### src/joystick_axis_conditioner_macros.svh
// assertion macros shared by the conditioner modules
`ifndef JOYSTICK_AXIS_CONDITIONER_MACROS_SVH
`define JOYSTICK_AXIS_CONDITIONER_MACROS_SVH

// same-cycle implication, held off while reset is low
`define JAC_ASSERT_IMP(lbl, clk, rst_n, ante, cons, msg) \
    lbl: assert property (@(posedge clk) disable iff (!(rst_n)) (ante) |-> (cons)) \
        else $error(msg);

// next-cycle implication, held off while reset is low
`define JAC_ASSERT_NXT(lbl, clk, rst_n, ante, cons, msg) \
    lbl: assert property (@(posedge clk) disable iff (!(rst_n)) (ante) |=> (cons)) \
        else $error(msg);

`endif

### src/jac_pkg.sv
package jac_pkg;

    // channel count and sample width
    localparam int NUM_CH      = 6;
    localparam int SAMPLE_BITS = 12;
    localparam int CH_W        = $clog2(NUM_CH);

    // register file
    localparam int SCALE_W     = 15;
    localparam int CFG_IDX_W   = $clog2(NUM_CH + 1);
    localparam logic [CFG_IDX_W-1:0] CFG_INVERT = CFG_IDX_W'(NUM_CH);
    localparam logic [SCALE_W-1:0]   SCALE_RESET = SCALE_W'(1000);

    // filter coefficients, Q0.16
    localparam int Q_W = 16;
    localparam logic [Q_W-1:0] ALPHA_Q16     = 16'd21844;
    localparam logic [Q_W-1:0] ONE_M_ALPHA_Q = 16'd43692;
    localparam int ACC_W = Q_W + SAMPLE_BITS + 1;

    // axis value and bound limits
    localparam int AXIS_W = 16;
    localparam logic signed [AXIS_W-1:0] BOUND_MAX = 16'sh7FFF;
    localparam logic signed [AXIS_W-1:0] BOUND_MIN = -16'sh7FFF;

    // numerator product width
    localparam int PROD_W = 2 * (AXIS_W + 1);

    // divider sizing: two quotient bits per cycle
    localparam int DIV_N_W   = 32;
    localparam int DIV_D_W   = 16;
    localparam int DIV_STEPS = DIV_N_W / 2;
    localparam int DIV_CNT_W = $clog2(DIV_STEPS);

    typedef enum logic [1:0] {
        KIND_SAMPLE    = 2'd0,
        KIND_ZERO      = 2'd1,
        KIND_CAL_START = 2'd2,
        KIND_CAL_STOP  = 2'd3
    } t_kind;

    typedef enum logic [3:0] {
        S_IDLE,
        S_RD,
        S_EMA,
        S_WB,
        S_MUL,
        S_ABS,
        S_DIV,
        S_FIN,
        S_PUSH
    } t_state;

    typedef struct packed {
        t_kind                  kind;
        logic [SAMPLE_BITS-1:0] sample_ch0;
        logic [SAMPLE_BITS-1:0] sample_ch1;
        logic [SAMPLE_BITS-1:0] sample_ch2;
        logic [SAMPLE_BITS-1:0] sample_ch3;
        logic [SAMPLE_BITS-1:0] sample_ch4;
        logic [SAMPLE_BITS-1:0] sample_ch5;
    } t_in_word;

    typedef struct packed {
        logic signed [AXIS_W-1:0] axis_ch0;
        logic signed [AXIS_W-1:0] axis_ch1;
        logic signed [AXIS_W-1:0] axis_ch2;
        logic signed [AXIS_W-1:0] axis_ch3;
        logic signed [AXIS_W-1:0] axis_ch4;
        logic signed [AXIS_W-1:0] axis_ch5;
        logic                     calibrating;
    } t_out_word;

    // one channel's stored state
    typedef struct packed {
        logic [SAMPLE_BITS-1:0]   level;
        logic signed [AXIS_W-1:0] zero;
        logic signed [AXIS_W-1:0] lo;
        logic signed [AXIS_W-1:0] hi;
    } t_entry;

    // handshake between sequencer and divider
    typedef struct packed {
        logic               start;
        logic [DIV_N_W-1:0] dividend;
        logic [DIV_D_W-1:0] divisor;
    } t_div_req;

    typedef struct packed {
        logic               done;
        logic [DIV_N_W-1:0] quot;
    } t_div_rsp;

endpackage

### src/jac_div.sv
`include "joystick_axis_conditioner_macros.svh"

module jac_div (
    input  logic               i_clk,
    input  logic               i_rst_n,
    input  jac_pkg::t_div_req  i_req,
    output jac_pkg::t_div_rsp  o_rsp
);

    logic                             r_busy;
    logic                             r_done;
    logic [jac_pkg::DIV_CNT_W-1:0]    r_cnt;
    logic [jac_pkg::DIV_D_W-1:0]      r_rem;
    logic [jac_pkg::DIV_N_W-1:0]      r_q;
    logic [jac_pkg::DIV_D_W-1:0]      r_dvs;

    logic [jac_pkg::DIV_D_W:0]        w_t1;
    logic [jac_pkg::DIV_D_W:0]        w_t2;
    logic [jac_pkg::DIV_D_W:0]        w_d1;
    logic [jac_pkg::DIV_D_W:0]        w_d2;
    logic                             w_ge1;
    logic                             w_ge2;
    logic [jac_pkg::DIV_D_W-1:0]      w_rem1;
    logic [jac_pkg::DIV_D_W-1:0]      n_rem;
    logic [jac_pkg::DIV_N_W-1:0]      w_q1;
    logic [jac_pkg::DIV_N_W-1:0]      n_q;
    logic                             w_last;

    // two restoring steps per cycle
    always_comb begin
        w_t1   = {r_rem, r_q[jac_pkg::DIV_N_W-1]};
        w_ge1  = w_t1 >= {1'b0, r_dvs};
        w_d1   = w_t1 - {1'b0, r_dvs};
        w_rem1 = w_ge1 ? w_d1[jac_pkg::DIV_D_W-1:0] : w_t1[jac_pkg::DIV_D_W-1:0];
        w_q1   = {r_q[jac_pkg::DIV_N_W-2:0], w_ge1};
        w_t2   = {w_rem1, w_q1[jac_pkg::DIV_N_W-1]};
        w_ge2  = w_t2 >= {1'b0, r_dvs};
        w_d2   = w_t2 - {1'b0, r_dvs};
        n_rem  = w_ge2 ? w_d2[jac_pkg::DIV_D_W-1:0] : w_t2[jac_pkg::DIV_D_W-1:0];
        n_q    = {w_q1[jac_pkg::DIV_N_W-2:0], w_ge2};
    end

    assign w_last = r_cnt == jac_pkg::DIV_CNT_W'(jac_pkg::DIV_STEPS - 1);

    // control
    always_ff @(posedge i_clk) begin
        if (!i_rst_n) begin
            r_busy <= 1'b0;
            r_done <= 1'b0;
            r_cnt  <= '0;
        end else begin
            r_done <= r_busy && w_last;
            if (i_req.start) begin
                r_busy <= 1'b1;
                r_cnt  <= '0;
            end else if (r_busy) begin
                r_cnt <= r_cnt + 1'b1;
                if (w_last) begin
                    r_busy <= 1'b0;
                end
            end
        end
    end

    // datapath
    always_ff @(posedge i_clk) begin
        if (i_req.start) begin
            r_rem <= '0;
            r_q   <= i_req.dividend;
            r_dvs <= i_req.divisor;
        end else if (r_busy) begin
            r_rem <= n_rem;
            r_q   <= n_q;
        end
    end

    assign o_rsp.done = r_done;
    assign o_rsp.quot = r_q;

    `JAC_ASSERT_IMP(a_start_idle, i_clk, i_rst_n, i_req.start, !r_busy, "divider restarted while busy")
    `JAC_ASSERT_IMP(a_done_time, i_clk, i_rst_n, i_req.start, ##(jac_pkg::DIV_STEPS + 1) r_done, "divider done late")
    `JAC_ASSERT_NXT(a_done_pulse, i_clk, i_rst_n, r_done, !r_done, "divider done held")

endmodule

### src/joystick_axis_conditioner.sv
// Six-axis joystick conditioner.
// Input channel: i_in_valid / o_in_stall carry one word of kind plus six
// 12-bit ADC readings. Kind sample updates each axis average (and the bounds
// while calibrating); capture zero, start and stop calibration are commands.
// Every accepted word yields exactly one output word on o_out_valid /
// i_out_stall: six signed 16-bit axis values and the calibrating flag.
// Registers (scale per axis, invert mask) are written on i_cfg_valid /
// o_cfg_ready, which is always ready; write them only while the block is idle.
// Sequencing: one word is handled axis by axis; each axis passes through read,
// filter, write back, multiply, magnitude, the divider and finish, or goes
// from multiply straight to finish when its divisor is zero. The shared
// divider retires two quotient bits a cycle. A new word is taken as soon as the
// result has moved to the output register, even if the receiver still stalls
// it; a stalled result simply holds and the next result waits behind it.
// Reset: averages and offsets read as zero, bounds as +/-32767, scales 1000,
// invert mask clear, calibration off, no output pending.
`include "joystick_axis_conditioner_macros.svh"

module joystick_axis_conditioner (
    input  logic                                i_clk,
    input  logic                                i_rst_n,
    input  logic                                i_in_valid,
    output logic                                o_in_stall,
    input  jac_pkg::t_in_word                   i_in_word,
    output logic                                o_out_valid,
    input  logic                                i_out_stall,
    output jac_pkg::t_out_word                  o_out_word,
    input  logic                                i_cfg_valid,
    output logic                                o_cfg_ready,
    input  logic [jac_pkg::CFG_IDX_W-1:0]       i_cfg_index,
    input  logic [jac_pkg::SCALE_W-1:0]         i_cfg_data
);

    jac_pkg::t_state                      r_st;
    jac_pkg::t_state                      n_st;
    logic [jac_pkg::CH_W-1:0]             r_ch;
    jac_pkg::t_kind                       r_kind;
    logic [jac_pkg::SAMPLE_BITS-1:0]      r_smp [jac_pkg::NUM_CH];
    logic                                 r_calib;
    logic [jac_pkg::SCALE_W-1:0]          r_scale [jac_pkg::NUM_CH];
    logic [jac_pkg::NUM_CH-1:0]           r_inv;

    // channel state memory and its valid bits
    jac_pkg::t_entry                      r_mem [jac_pkg::NUM_CH];
    logic [jac_pkg::NUM_CH-1:0]           r_vld;
    jac_pkg::t_entry                      r_rd;
    logic                                 r_rd_vld;

    jac_pkg::t_entry                      r_ent;
    logic signed [jac_pkg::AXIS_W-1:0]    r_v;
    logic signed [jac_pkg::DIV_N_W-1:0]   r_num;
    logic signed [jac_pkg::AXIS_W:0]      r_den;
    logic                                 r_pos;
    logic                                 r_dz;
    logic                                 r_qneg;
    logic signed [jac_pkg::AXIS_W-1:0]    r_axis [jac_pkg::NUM_CH];
    logic                                 r_out_vld;
    jac_pkg::t_out_word                   r_out;

    logic                                 w_accept;
    logic                                 w_we;
    logic                                 w_out_load;
    logic                                 w_last_ch;
    logic                                 w_div_start;
    logic [jac_pkg::DIV_N_W-1:0]          w_div_dividend;
    logic [jac_pkg::DIV_D_W-1:0]          w_div_divisor;
    jac_pkg::t_div_req                    w_div_req;
    jac_pkg::t_div_rsp                    w_div_rsp;

    jac_pkg::t_entry                      w_old;
    jac_pkg::t_entry                      w_ema_ent;
    jac_pkg::t_entry                      w_wb_ent;
    logic [jac_pkg::ACC_W-1:0]            w_acc;
    logic [jac_pkg::AXIS_W-1:0]           w_neg_lvl;
    logic signed [jac_pkg::AXIS_W-1:0]    w_v;
    logic [jac_pkg::SCALE_W-1:0]          w_s;
    logic signed [jac_pkg::AXIS_W-1:0]    w_s16;
    logic signed [jac_pkg::AXIS_W:0]      w_mop;
    logic signed [jac_pkg::PROD_W-1:0]    w_prod;
    logic signed [jac_pkg::AXIS_W:0]      w_den_neg;
    logic signed [jac_pkg::DIV_N_W-1:0]   w_num_neg;
    logic [jac_pkg::DIV_N_W-1:0]          w_quot_neg;
    logic [jac_pkg::DIV_N_W-1:0]          w_q;
    logic signed [jac_pkg::AXIS_W-1:0]    w_q16;
    logic signed [jac_pkg::AXIS_W-1:0]    w_rp;
    logic signed [jac_pkg::AXIS_W-1:0]    w_t;
    logic signed [jac_pkg::AXIS_W-1:0]    w_rn;
    logic signed [jac_pkg::AXIS_W-1:0]    w_r;
    logic signed [jac_pkg::AXIS_W-1:0]    w_axis;

    assign w_last_ch = r_ch == jac_pkg::CH_W'(jac_pkg::NUM_CH - 1);
    assign w_accept  = i_in_valid && !o_in_stall;

    // next state
    always_comb begin
        n_st = r_st;
        unique case (r_st)
            jac_pkg::S_IDLE: if (i_in_valid) n_st = jac_pkg::S_RD;
            jac_pkg::S_RD:   n_st = jac_pkg::S_EMA;
            jac_pkg::S_EMA:  n_st = jac_pkg::S_WB;
            jac_pkg::S_WB:   n_st = jac_pkg::S_MUL;
            jac_pkg::S_MUL:  n_st = (r_pos ? r_ent.hi == '0 : r_ent.lo == '0) ?
                                    jac_pkg::S_FIN : jac_pkg::S_ABS;
            jac_pkg::S_ABS:  n_st = jac_pkg::S_DIV;
            jac_pkg::S_DIV:  if (w_div_rsp.done) n_st = jac_pkg::S_FIN;
            jac_pkg::S_FIN:  n_st = w_last_ch ? jac_pkg::S_PUSH : jac_pkg::S_RD;
            jac_pkg::S_PUSH: if (!r_out_vld || !i_out_stall) n_st = jac_pkg::S_IDLE;
            default:         n_st = jac_pkg::S_IDLE;
        endcase
    end

    // state outputs
    always_comb begin
        o_in_stall  = 1'b1;
        w_we        = 1'b0;
        w_div_start = 1'b0;
        w_out_load  = 1'b0;
        unique case (r_st)
            jac_pkg::S_IDLE: o_in_stall = 1'b0;
            jac_pkg::S_WB:   w_we = 1'b1;
            jac_pkg::S_ABS:  w_div_start = 1'b1;
            jac_pkg::S_PUSH: w_out_load = !r_out_vld || !i_out_stall;
            jac_pkg::S_RD, jac_pkg::S_EMA, jac_pkg::S_MUL,
            jac_pkg::S_DIV, jac_pkg::S_FIN: o_in_stall = 1'b1;
            default:         o_in_stall = 1'b1;
        endcase
    end

    // control registers
    always_ff @(posedge i_clk) begin
        if (!i_rst_n) begin
            r_st      <= jac_pkg::S_IDLE;
            r_ch      <= '0;
            r_calib   <= 1'b0;
            r_vld     <= '0;
            r_out_vld <= 1'b0;
        end else begin
            r_st <= n_st;
            if (w_accept) begin
                r_ch <= '0;
                if (i_in_word.kind == jac_pkg::KIND_CAL_START) begin
                    r_calib <= 1'b1;
                end else if (i_in_word.kind == jac_pkg::KIND_CAL_STOP) begin
                    r_calib <= 1'b0;
                end
            end else if (r_st == jac_pkg::S_FIN && !w_last_ch) begin
                r_ch <= r_ch + 1'b1;
            end
            if (w_we) begin
                r_vld[r_ch] <= 1'b1;
            end
            if (w_out_load) begin
                r_out_vld <= 1'b1;
            end else if (!i_out_stall) begin
                r_out_vld <= 1'b0;
            end
        end
    end

    // register file
    always_ff @(posedge i_clk) begin
        if (!i_rst_n) begin
            for (int i = 0; i < jac_pkg::NUM_CH; i++) begin
                r_scale[i] <= jac_pkg::SCALE_RESET;
            end
            r_inv <= '0;
        end else if (i_cfg_valid && o_cfg_ready) begin
            if (i_cfg_index < jac_pkg::CFG_INVERT) begin
                r_scale[i_cfg_index[jac_pkg::CH_W-1:0]] <= i_cfg_data;
            end else if (i_cfg_index == jac_pkg::CFG_INVERT) begin
                r_inv <= i_cfg_data[jac_pkg::NUM_CH-1:0];
            end
        end
    end

    assign o_cfg_ready = 1'b1;

    // capture input word
    always_ff @(posedge i_clk) begin
        if (w_accept) begin
            r_kind   <= i_in_word.kind;
            r_smp[0] <= i_in_word.sample_ch0;
            r_smp[1] <= i_in_word.sample_ch1;
            r_smp[2] <= i_in_word.sample_ch2;
            r_smp[3] <= i_in_word.sample_ch3;
            r_smp[4] <= i_in_word.sample_ch4;
            r_smp[5] <= i_in_word.sample_ch5;
        end
    end

    // state memory: registered read, write in writeback
    always_ff @(posedge i_clk) begin
        r_rd     <= r_mem[r_ch];
        r_rd_vld <= r_vld[r_ch];
        if (w_we) begin
            r_mem[r_ch] <= w_wb_ent;
        end
    end

    // unwritten entries read as their reset value
    always_comb begin
        if (r_rd_vld) begin
            w_old = r_rd;
        end else begin
            w_old.level = '0;
            w_old.zero  = '0;
            w_old.lo    = jac_pkg::BOUND_MAX;
            w_old.hi    = jac_pkg::BOUND_MIN;
        end
    end

    // filter update and commands
    always_comb begin
        w_acc = jac_pkg::ACC_W'(jac_pkg::ALPHA_Q16) * jac_pkg::ACC_W'(r_smp[r_ch])
              + jac_pkg::ACC_W'(jac_pkg::ONE_M_ALPHA_Q) * jac_pkg::ACC_W'(w_old.level);
        w_neg_lvl = -jac_pkg::AXIS_W'(w_old.level);
        w_ema_ent = w_old;
        case (r_kind)
            jac_pkg::KIND_SAMPLE:
                w_ema_ent.level = w_acc[jac_pkg::Q_W +: jac_pkg::SAMPLE_BITS];
            jac_pkg::KIND_ZERO:
                w_ema_ent.zero = w_neg_lvl;
            jac_pkg::KIND_CAL_START: begin
                w_ema_ent.lo = jac_pkg::BOUND_MAX;
                w_ema_ent.hi = jac_pkg::BOUND_MIN;
            end
            default: w_ema_ent = w_old;
        endcase
    end

    // offset level and bound tracking
    always_comb begin
        w_v      = $signed(jac_pkg::AXIS_W'(r_ent.level)) + r_ent.zero;
        w_wb_ent = r_ent;
        if (r_kind == jac_pkg::KIND_SAMPLE && r_calib) begin
            if (w_v < r_ent.lo) begin
                w_wb_ent.lo = w_v;
            end else if (w_v > r_ent.hi) begin
                w_wb_ent.hi = w_v;
            end
        end
    end

    // scale and numerator product
    always_comb begin
        w_s   = r_scale[r_ch];
        w_s16 = $signed({1'b0, w_s});
        w_mop = r_pos ? (jac_pkg::AXIS_W + 1)'(r_v)
                      : (jac_pkg::AXIS_W + 1)'(r_v) - (jac_pkg::AXIS_W + 1)'(r_ent.lo);
        w_prod = jac_pkg::PROD_W'(w_mop) * jac_pkg::PROD_W'($signed({2'b00, w_s}));
    end

    // magnitudes for the unsigned divider
    always_comb begin
        w_den_neg      = -r_den;
        w_num_neg      = -r_num;
        w_div_dividend = r_num[jac_pkg::DIV_N_W-1] ? w_num_neg : r_num;
        w_div_divisor  = r_den[jac_pkg::AXIS_W] ? w_den_neg[jac_pkg::DIV_D_W-1:0]
                                                : r_den[jac_pkg::DIV_D_W-1:0];
    end

    assign w_div_req = {w_div_start, w_div_dividend, w_div_divisor};

    jac_div u_div (
        .i_clk   (i_clk),
        .i_rst_n (i_rst_n),
        .i_req   (w_div_req),
        .o_rsp   (w_div_rsp)
    );

    // signed quotient, offset, clamp, invert
    always_comb begin
        w_quot_neg = -w_div_rsp.quot;
        w_q        = r_qneg ? w_quot_neg : w_div_rsp.quot;
        w_q16      = $signed(w_q[jac_pkg::AXIS_W-1:0]);
        w_rp       = (w_q16 > w_s16) ? w_s16 : w_q16;
        w_t        = w_q16 - w_s16;
        w_rn       = (w_t < -w_s16) ? -w_s16 : w_t;
        if (r_dz) begin
            w_r = '0;
        end else if (r_pos) begin
            w_r = w_rp;
        end else begin
            w_r = w_rn;
        end
        w_axis = r_inv[r_ch] ? -w_r : w_r;
    end

    // per-axis datapath registers
    always_ff @(posedge i_clk) begin
        case (r_st)
            jac_pkg::S_EMA: r_ent <= w_ema_ent;
            jac_pkg::S_WB: begin
                r_ent <= w_wb_ent;
                r_v   <= w_v;
                r_pos <= w_v > 0;
            end
            jac_pkg::S_MUL: begin
                r_num <= w_prod[jac_pkg::DIV_N_W-1:0];
                r_den <= r_pos ? (jac_pkg::AXIS_W + 1)'(r_ent.hi)
                               : -(jac_pkg::AXIS_W + 1)'(r_ent.lo);
                r_dz  <= r_pos ? r_ent.hi == '0 : r_ent.lo == '0;
            end
            jac_pkg::S_ABS: r_qneg <= r_num[jac_pkg::DIV_N_W-1] ^ r_den[jac_pkg::AXIS_W];
            jac_pkg::S_FIN: r_axis[r_ch] <= w_axis;
            default: ;
        endcase
    end

    // output register
    always_ff @(posedge i_clk) begin
        if (w_out_load) begin
            r_out.axis_ch0    <= r_axis[0];
            r_out.axis_ch1    <= r_axis[1];
            r_out.axis_ch2    <= r_axis[2];
            r_out.axis_ch3    <= r_axis[3];
            r_out.axis_ch4    <= r_axis[4];
            r_out.axis_ch5    <= r_axis[5];
            r_out.calibrating <= r_calib;
        end
    end

    assign o_out_valid = r_out_vld;
    assign o_out_word  = r_out;

    `JAC_ASSERT_NXT(a_accept_start, i_clk, i_rst_n, w_accept, r_st == jac_pkg::S_RD && r_ch == '0, "accepted word did not start at axis zero")
    `JAC_ASSERT_NXT(a_push_hold, i_clk, i_rst_n, r_st == jac_pkg::S_PUSH && r_out_vld && i_out_stall, r_st == jac_pkg::S_PUSH, "result pushed over a stalled word")
    `JAC_ASSERT_NXT(a_push_flag, i_clk, i_rst_n, w_out_load, o_out_valid && o_out_word.calibrating == $past(r_calib), "calibrating flag lost on push")
    `JAC_ASSERT_IMP(a_div_done_state, i_clk, i_rst_n, w_div_rsp.done, r_st == jac_pkg::S_DIV, "divider finished outside its wait state")

endmodule

### config.mk
export PLATFORM = sky130hd
export DESIGN_NAME = joystick_axis_conditioner
export DESIGN_NICKNAME = d
export VERILOG_FILES = /design/src/jac_pkg.sv /design/src/jac_div.sv /design/src/joystick_axis_conditioner.sv
export VERILOG_INCLUDE_DIRS = /design/src /design/src/src
export SDC_FILE = /design/constraint.sdc
export NUM_CORES = 2
export LEC_CHECK = 0
export BUFFER_PORTS_ARGS = -buffer_cell sky130_fd_sc_hd__buf_4
export CORE_ASPECT_RATIO = 0.6
export CORE_MARGIN = 1.5
export CORE_UTILIZATION = 60
export CTS_BUF_LIST = sky130_fd_sc_hd__clkbuf_8
export CTS_CLUSTER_DIAMETER = 150
export DETAILED_ROUTE_END_ITERATION = 10
export GPL_TIMING_DRIVEN = 1
export PLACE_DENSITY = 0.77
export SLEW_MARGIN = 10
export SYNTH_ARGS = -nofsm -noshare
export SYNTH_HDL_FRONTEND = slang
export SYNTH_SLANG_ARGS = --single-unit
### constraint.sdc
create_clock -name i_clk -period 11 [get_ports i_clk]
set_input_delay 0 -clock i_clk [delete_from_list [all_inputs] [get_ports i_clk]]
set_output_delay 0 -clock i_clk [all_outputs]
set_load 0.02 [all_outputs]
==> summary.md <==
| Metric | Value |
|---|---|
| Status | complete, no violations |
| Clock buffer depth | 3 |
| NetSw | 6.826 mW |
| Placement Rows | 90 |
| Hpwl dp | 118900 µm |
| Most used DFF post-synth | edfxtp_1 |
| Worst-Skew Late Latency | 880 ps |
| Yosys top cell by area | edfxtp_1 |
| Flop pwr share | 29.3% |
| # setup viols final | 0 |
| WL/cell | 24.15 µm |
| Die height | 249.6 µm |
| Maximum capacitance violations | 0 |
| Pin count of the biggest net entering global routing | 76 |
| FF-to-FF Start | r_ent[16]$_DFFE_PP_ |
| DRT antenna net count | 0 |
| CP startpoint | r_ent[16]$_DFFE_PP_ |
| Via count | 42900 |
| DRC | 0 |
| Setup TNS | 0 ps |
| Cells on worst reg2reg path | 29 |
| GRT Util Overall | 32.81% |
| Clock Power Share | 17.7% |
| Slew @ Worst Pin | 1170 ps |
| Final Hold Vio Count | 0 |
| Overflow after GRT | 0 |
| Most frequent cells in the layout | edfxtp_1, inv_1, nor2_1 |
| Number of buffers added on ports | 195 |
| Post-Syn Area | 60790 µm² |
| VDD IR-drop max | 0.4186 mV |
| Fin. max-slew vios | 0 |
| First-pass GRT wire length | 254500 µm |
| WP depth | 29 |
| Crit path to | r_num[30]$_DFFE_PP_ |
| Static Leak | 27.77 nW |
| Sequential area share after synthesis | 49.12% |
| Storage element area | 29880 µm² |
| Average cell area after synthesis | 12.05 µm² |
| Top-level port count | 197 |
| Synth warnings | 0 |
| Ys async rst share | 0% |
| H-tree depth | 4 |
| CTS clk-pin slew, worst paths | 70 ps |
| Routed WL | 168300 µm |
| Crit path kind | flip-flop to flip-flop |
| Fin crit share | 92.07% |
| Via/cell ratio | 6.157 |
| Synth top area cells | edfxtp_1, fa_1, ha_1, inv_1, dfxtp_1 |
| Worst EP required | 11600 ps |
| Synth top area share | 45.60% |
| Vias in the first global route | 41930 |
| Power per cell area | 242.6 nW/µm² |
| Post-CTS Setup Inserts | 0 |
| RR Endpoint | r_num[30]$_DFFE_PP_ |
| CP Capture Type | flip-flop |
| Most common library cell in the layout ignoring fill and taps | edfxtp_1 |
| Detailed Route Iter0 Violations | 5445 |
| Cells after synthesis | 5046 |
| Hold slack | 93.03 ps |
| Clock sink count | 1030 |
| Share of layout cells above drive strength 1 | 12.90% |
| Critical path's slowest cell | fa_1 |
| Gpl congestion | 0.9563 |
| Top cell by count, worst path | fa_1 |
| CP max FO | 7 |
| RSZ-0062 raised after global routing | no |
| Switching Fraction | 40.94% |
| CP bufs+invs | 3 |
| Fmax | 98.74 MHz |
| # fillers | 7134 |
| Initial antenna violation count | 13 |
| CTS tree | yes |
| Final Skew | 49.90 ps |
| FF-to-FF setup slack | 870 ps |
| CP delay by family, top | adder cells |
| Starting Density | 60.52% |
| CP Data Arrival Time | 10730 ps |
| CP max stage delay | 800 ps |
| Area of the multi-input gates | 28330 µm² |
| Crit path time final | 10130 ps |
| Logic pwr share | 53.0% |
| Worst hold path class | primary input to flip-flop |
| Die area | 103300 µm² |
| FF+latch count, synth | 1030 |
| CTS Buf Count | 148 |
| Total core area | 100400 µm² |
| Distinct cells, synth | 96 |
| Internal power | 9.847 mW |
| Detailed Routing Iterations Pass 1 | 6 |
| Layout area overhead | 13.08% |
| Number of synthesized flops with an enable pin | 923 |
| Root Driver | clkbuf_8 |
| Die X | 413.9 µm |
| Slew Limit Headroom | 19.80% |
| Nets | 6309 |
| Startpoint types | flip-flop |
==> tightest hold or removal path, stage by stage <==
cell	delay, ps
dlygate4sd3_1	560
buf_4	140
a21oi_1	120
a311oi_1	60
==> timing repair <==
action / CTS / global route
hold endpoints to repair: 288 / 0
gates resized for setup: 0 / 1
hold buffers: 183 / 0
setup endpoints to repair: 0 / 2
==> through the flow <==
stage / setup slack, ps / utilization (%) / power, mW / area [µm²] / cells
final: 872.5 / 68.43 / 16.67 / 68740 / 6968
after CTS: 672.1 / 68.41 / 16.32 / 68720 / 6962
after global routing: 224.3 / 68.43 / 17.86 / 68730 / 6965
after floorplan: 2222 / - / 11.41 / 60900 / 5075
after global placement: 1145 / 63.80 / 13.07 / 64080 / 6508
after detailed placement: 784.8 / 63.80 / 13.32 / 64080 / 6508
==> Yosys cell counts, types with 7 or more instances <==
library cell and number:
and3_1 23, nand2_1 403, nand4_1 26, xnor2_1 172
mux4_2 64, nor3_1 86, inv_1 578, o41ai_1 11
a31oi_1 23, o2111ai_1 9, fa_1 324, a21oi_1 199
nor2b_1 32, and2_1 18, mux2_2 133, a21boi_0 10
nand3_1 70, buf_1 21, ha_1 381, mux2i_1 64
o21a_1 20, nand2b_1 48, or3_1 31, xor2_1 91
o31ai_1 26, o211ai_1 20, nor2_1 417, o21bai_1 20
o21ai_0 170, o22a_1 18, dfxtp_1 107, a22oi_1 78
clkbuf_1 140, or2_2 7, or4_1 13, a22o_1 27
a211oi_1 11, nor4_1 21, edfxtp_1 923, a21o_1 50
o221ai_1 30
==> area by class of cell <==
type / instances / area share (%)
Timing Repair Buffer: 451 / 5.592
Antenna cell: 6 / 0.02184
Sequential cell: 1030 / 43.46
Clock inverter: 110 / 0.8591
Tap cell: 1334 / 2.428
Multi-Input combinational cell: 3291 / 41.22
Clock buffer: 161 / 3.224
Inverter: 585 / 3.194
==> state kept, by name, summed over array words and instances (netlist names), 3 cells and up, named ones only <==
name and cells:
o_out_word 97, r_axis 96, r_ch 3, r_den 17
r_ent 60, r_inv 6, r_mem 360, r_num 32
r_rd 60, r_scale 120, r_smp 72, r_st 4
r_v 16, r_vld 6, u_div.r_cnt 4, u_div.r_dvs 16
u_div.r_q 32, u_div.r_rem 16
==> cells by family (layout without fill, tap and decap cells) <==
| kind of cell | Yosys count | in the layout | share of synthesized area [%] |
|---|---|---|---|
| other cells | 2 | 37 | 0.01235 |
| buf+inv | 754 | 1307 | 4.681 |
| compound gates | 803 | 803 | 8.779 |
| mux | 263 | 263 | 5.951 |
| fa+ha+maj | 705 | 705 | 18.51 |
| simple gates | 1225 | 1225 | 9.118 |
| flops | 1030 | 1030 | 49.12 |
| xor+xnor | 264 | 264 | 3.826 |
==> how the worst min path moves through the flow <==
stage / start / endpoint / slack, ps / cells past startpoint
global placement: i_in_word[67] / r_smp[0][7]$_DFFE_PP_ / 180 / 1
CTS: i_in_word[73] / r_calib$_SDFFE_PN0P_ / 50 / 4
detailed placement: i_in_word[19] / r_smp[4][7]$_DFFE_PP_ / 180 / 1
finish: i_in_word[73] / r_calib$_SDFFE_PN0P_ / 90 / 4
global route: i_in_word[73] / r_calib$_SDFFE_PN0P_ / 80 / 4
floorplan: i_in_word[72] / r_kind[0]$_DFFE_PP_ / 100 / 0
==> power by group through the flow <==
stage / Sequential, mW / Clock [mW] / Combinational, mW
2_1_floorplan: 4.90 / 0 / 6.51
3_3_place_gp: 4.94 / 0 / 8.13
3_5_place_dp: 4.95 / 0 / 8.37
4_1_cts: 4.87 / 2.97 / 8.48
5_1_grt: 4.89 / 3.14 / 9.83
6_report: 4.88 / 2.95 / 8.84
==> routing by layer <==
layer / GRT usage, % / vias up / wire [µm]
met5: 0.5592 / - / 204
met4: 9.333 / 20 / 4267
met3: 11.11 / 367 / 22810
met2: 43.71 / 2551 / 68140
met1: 50.63 / 21170 / 72860
li1: - / 18790 / -
(Power assumes the default switching activity.)
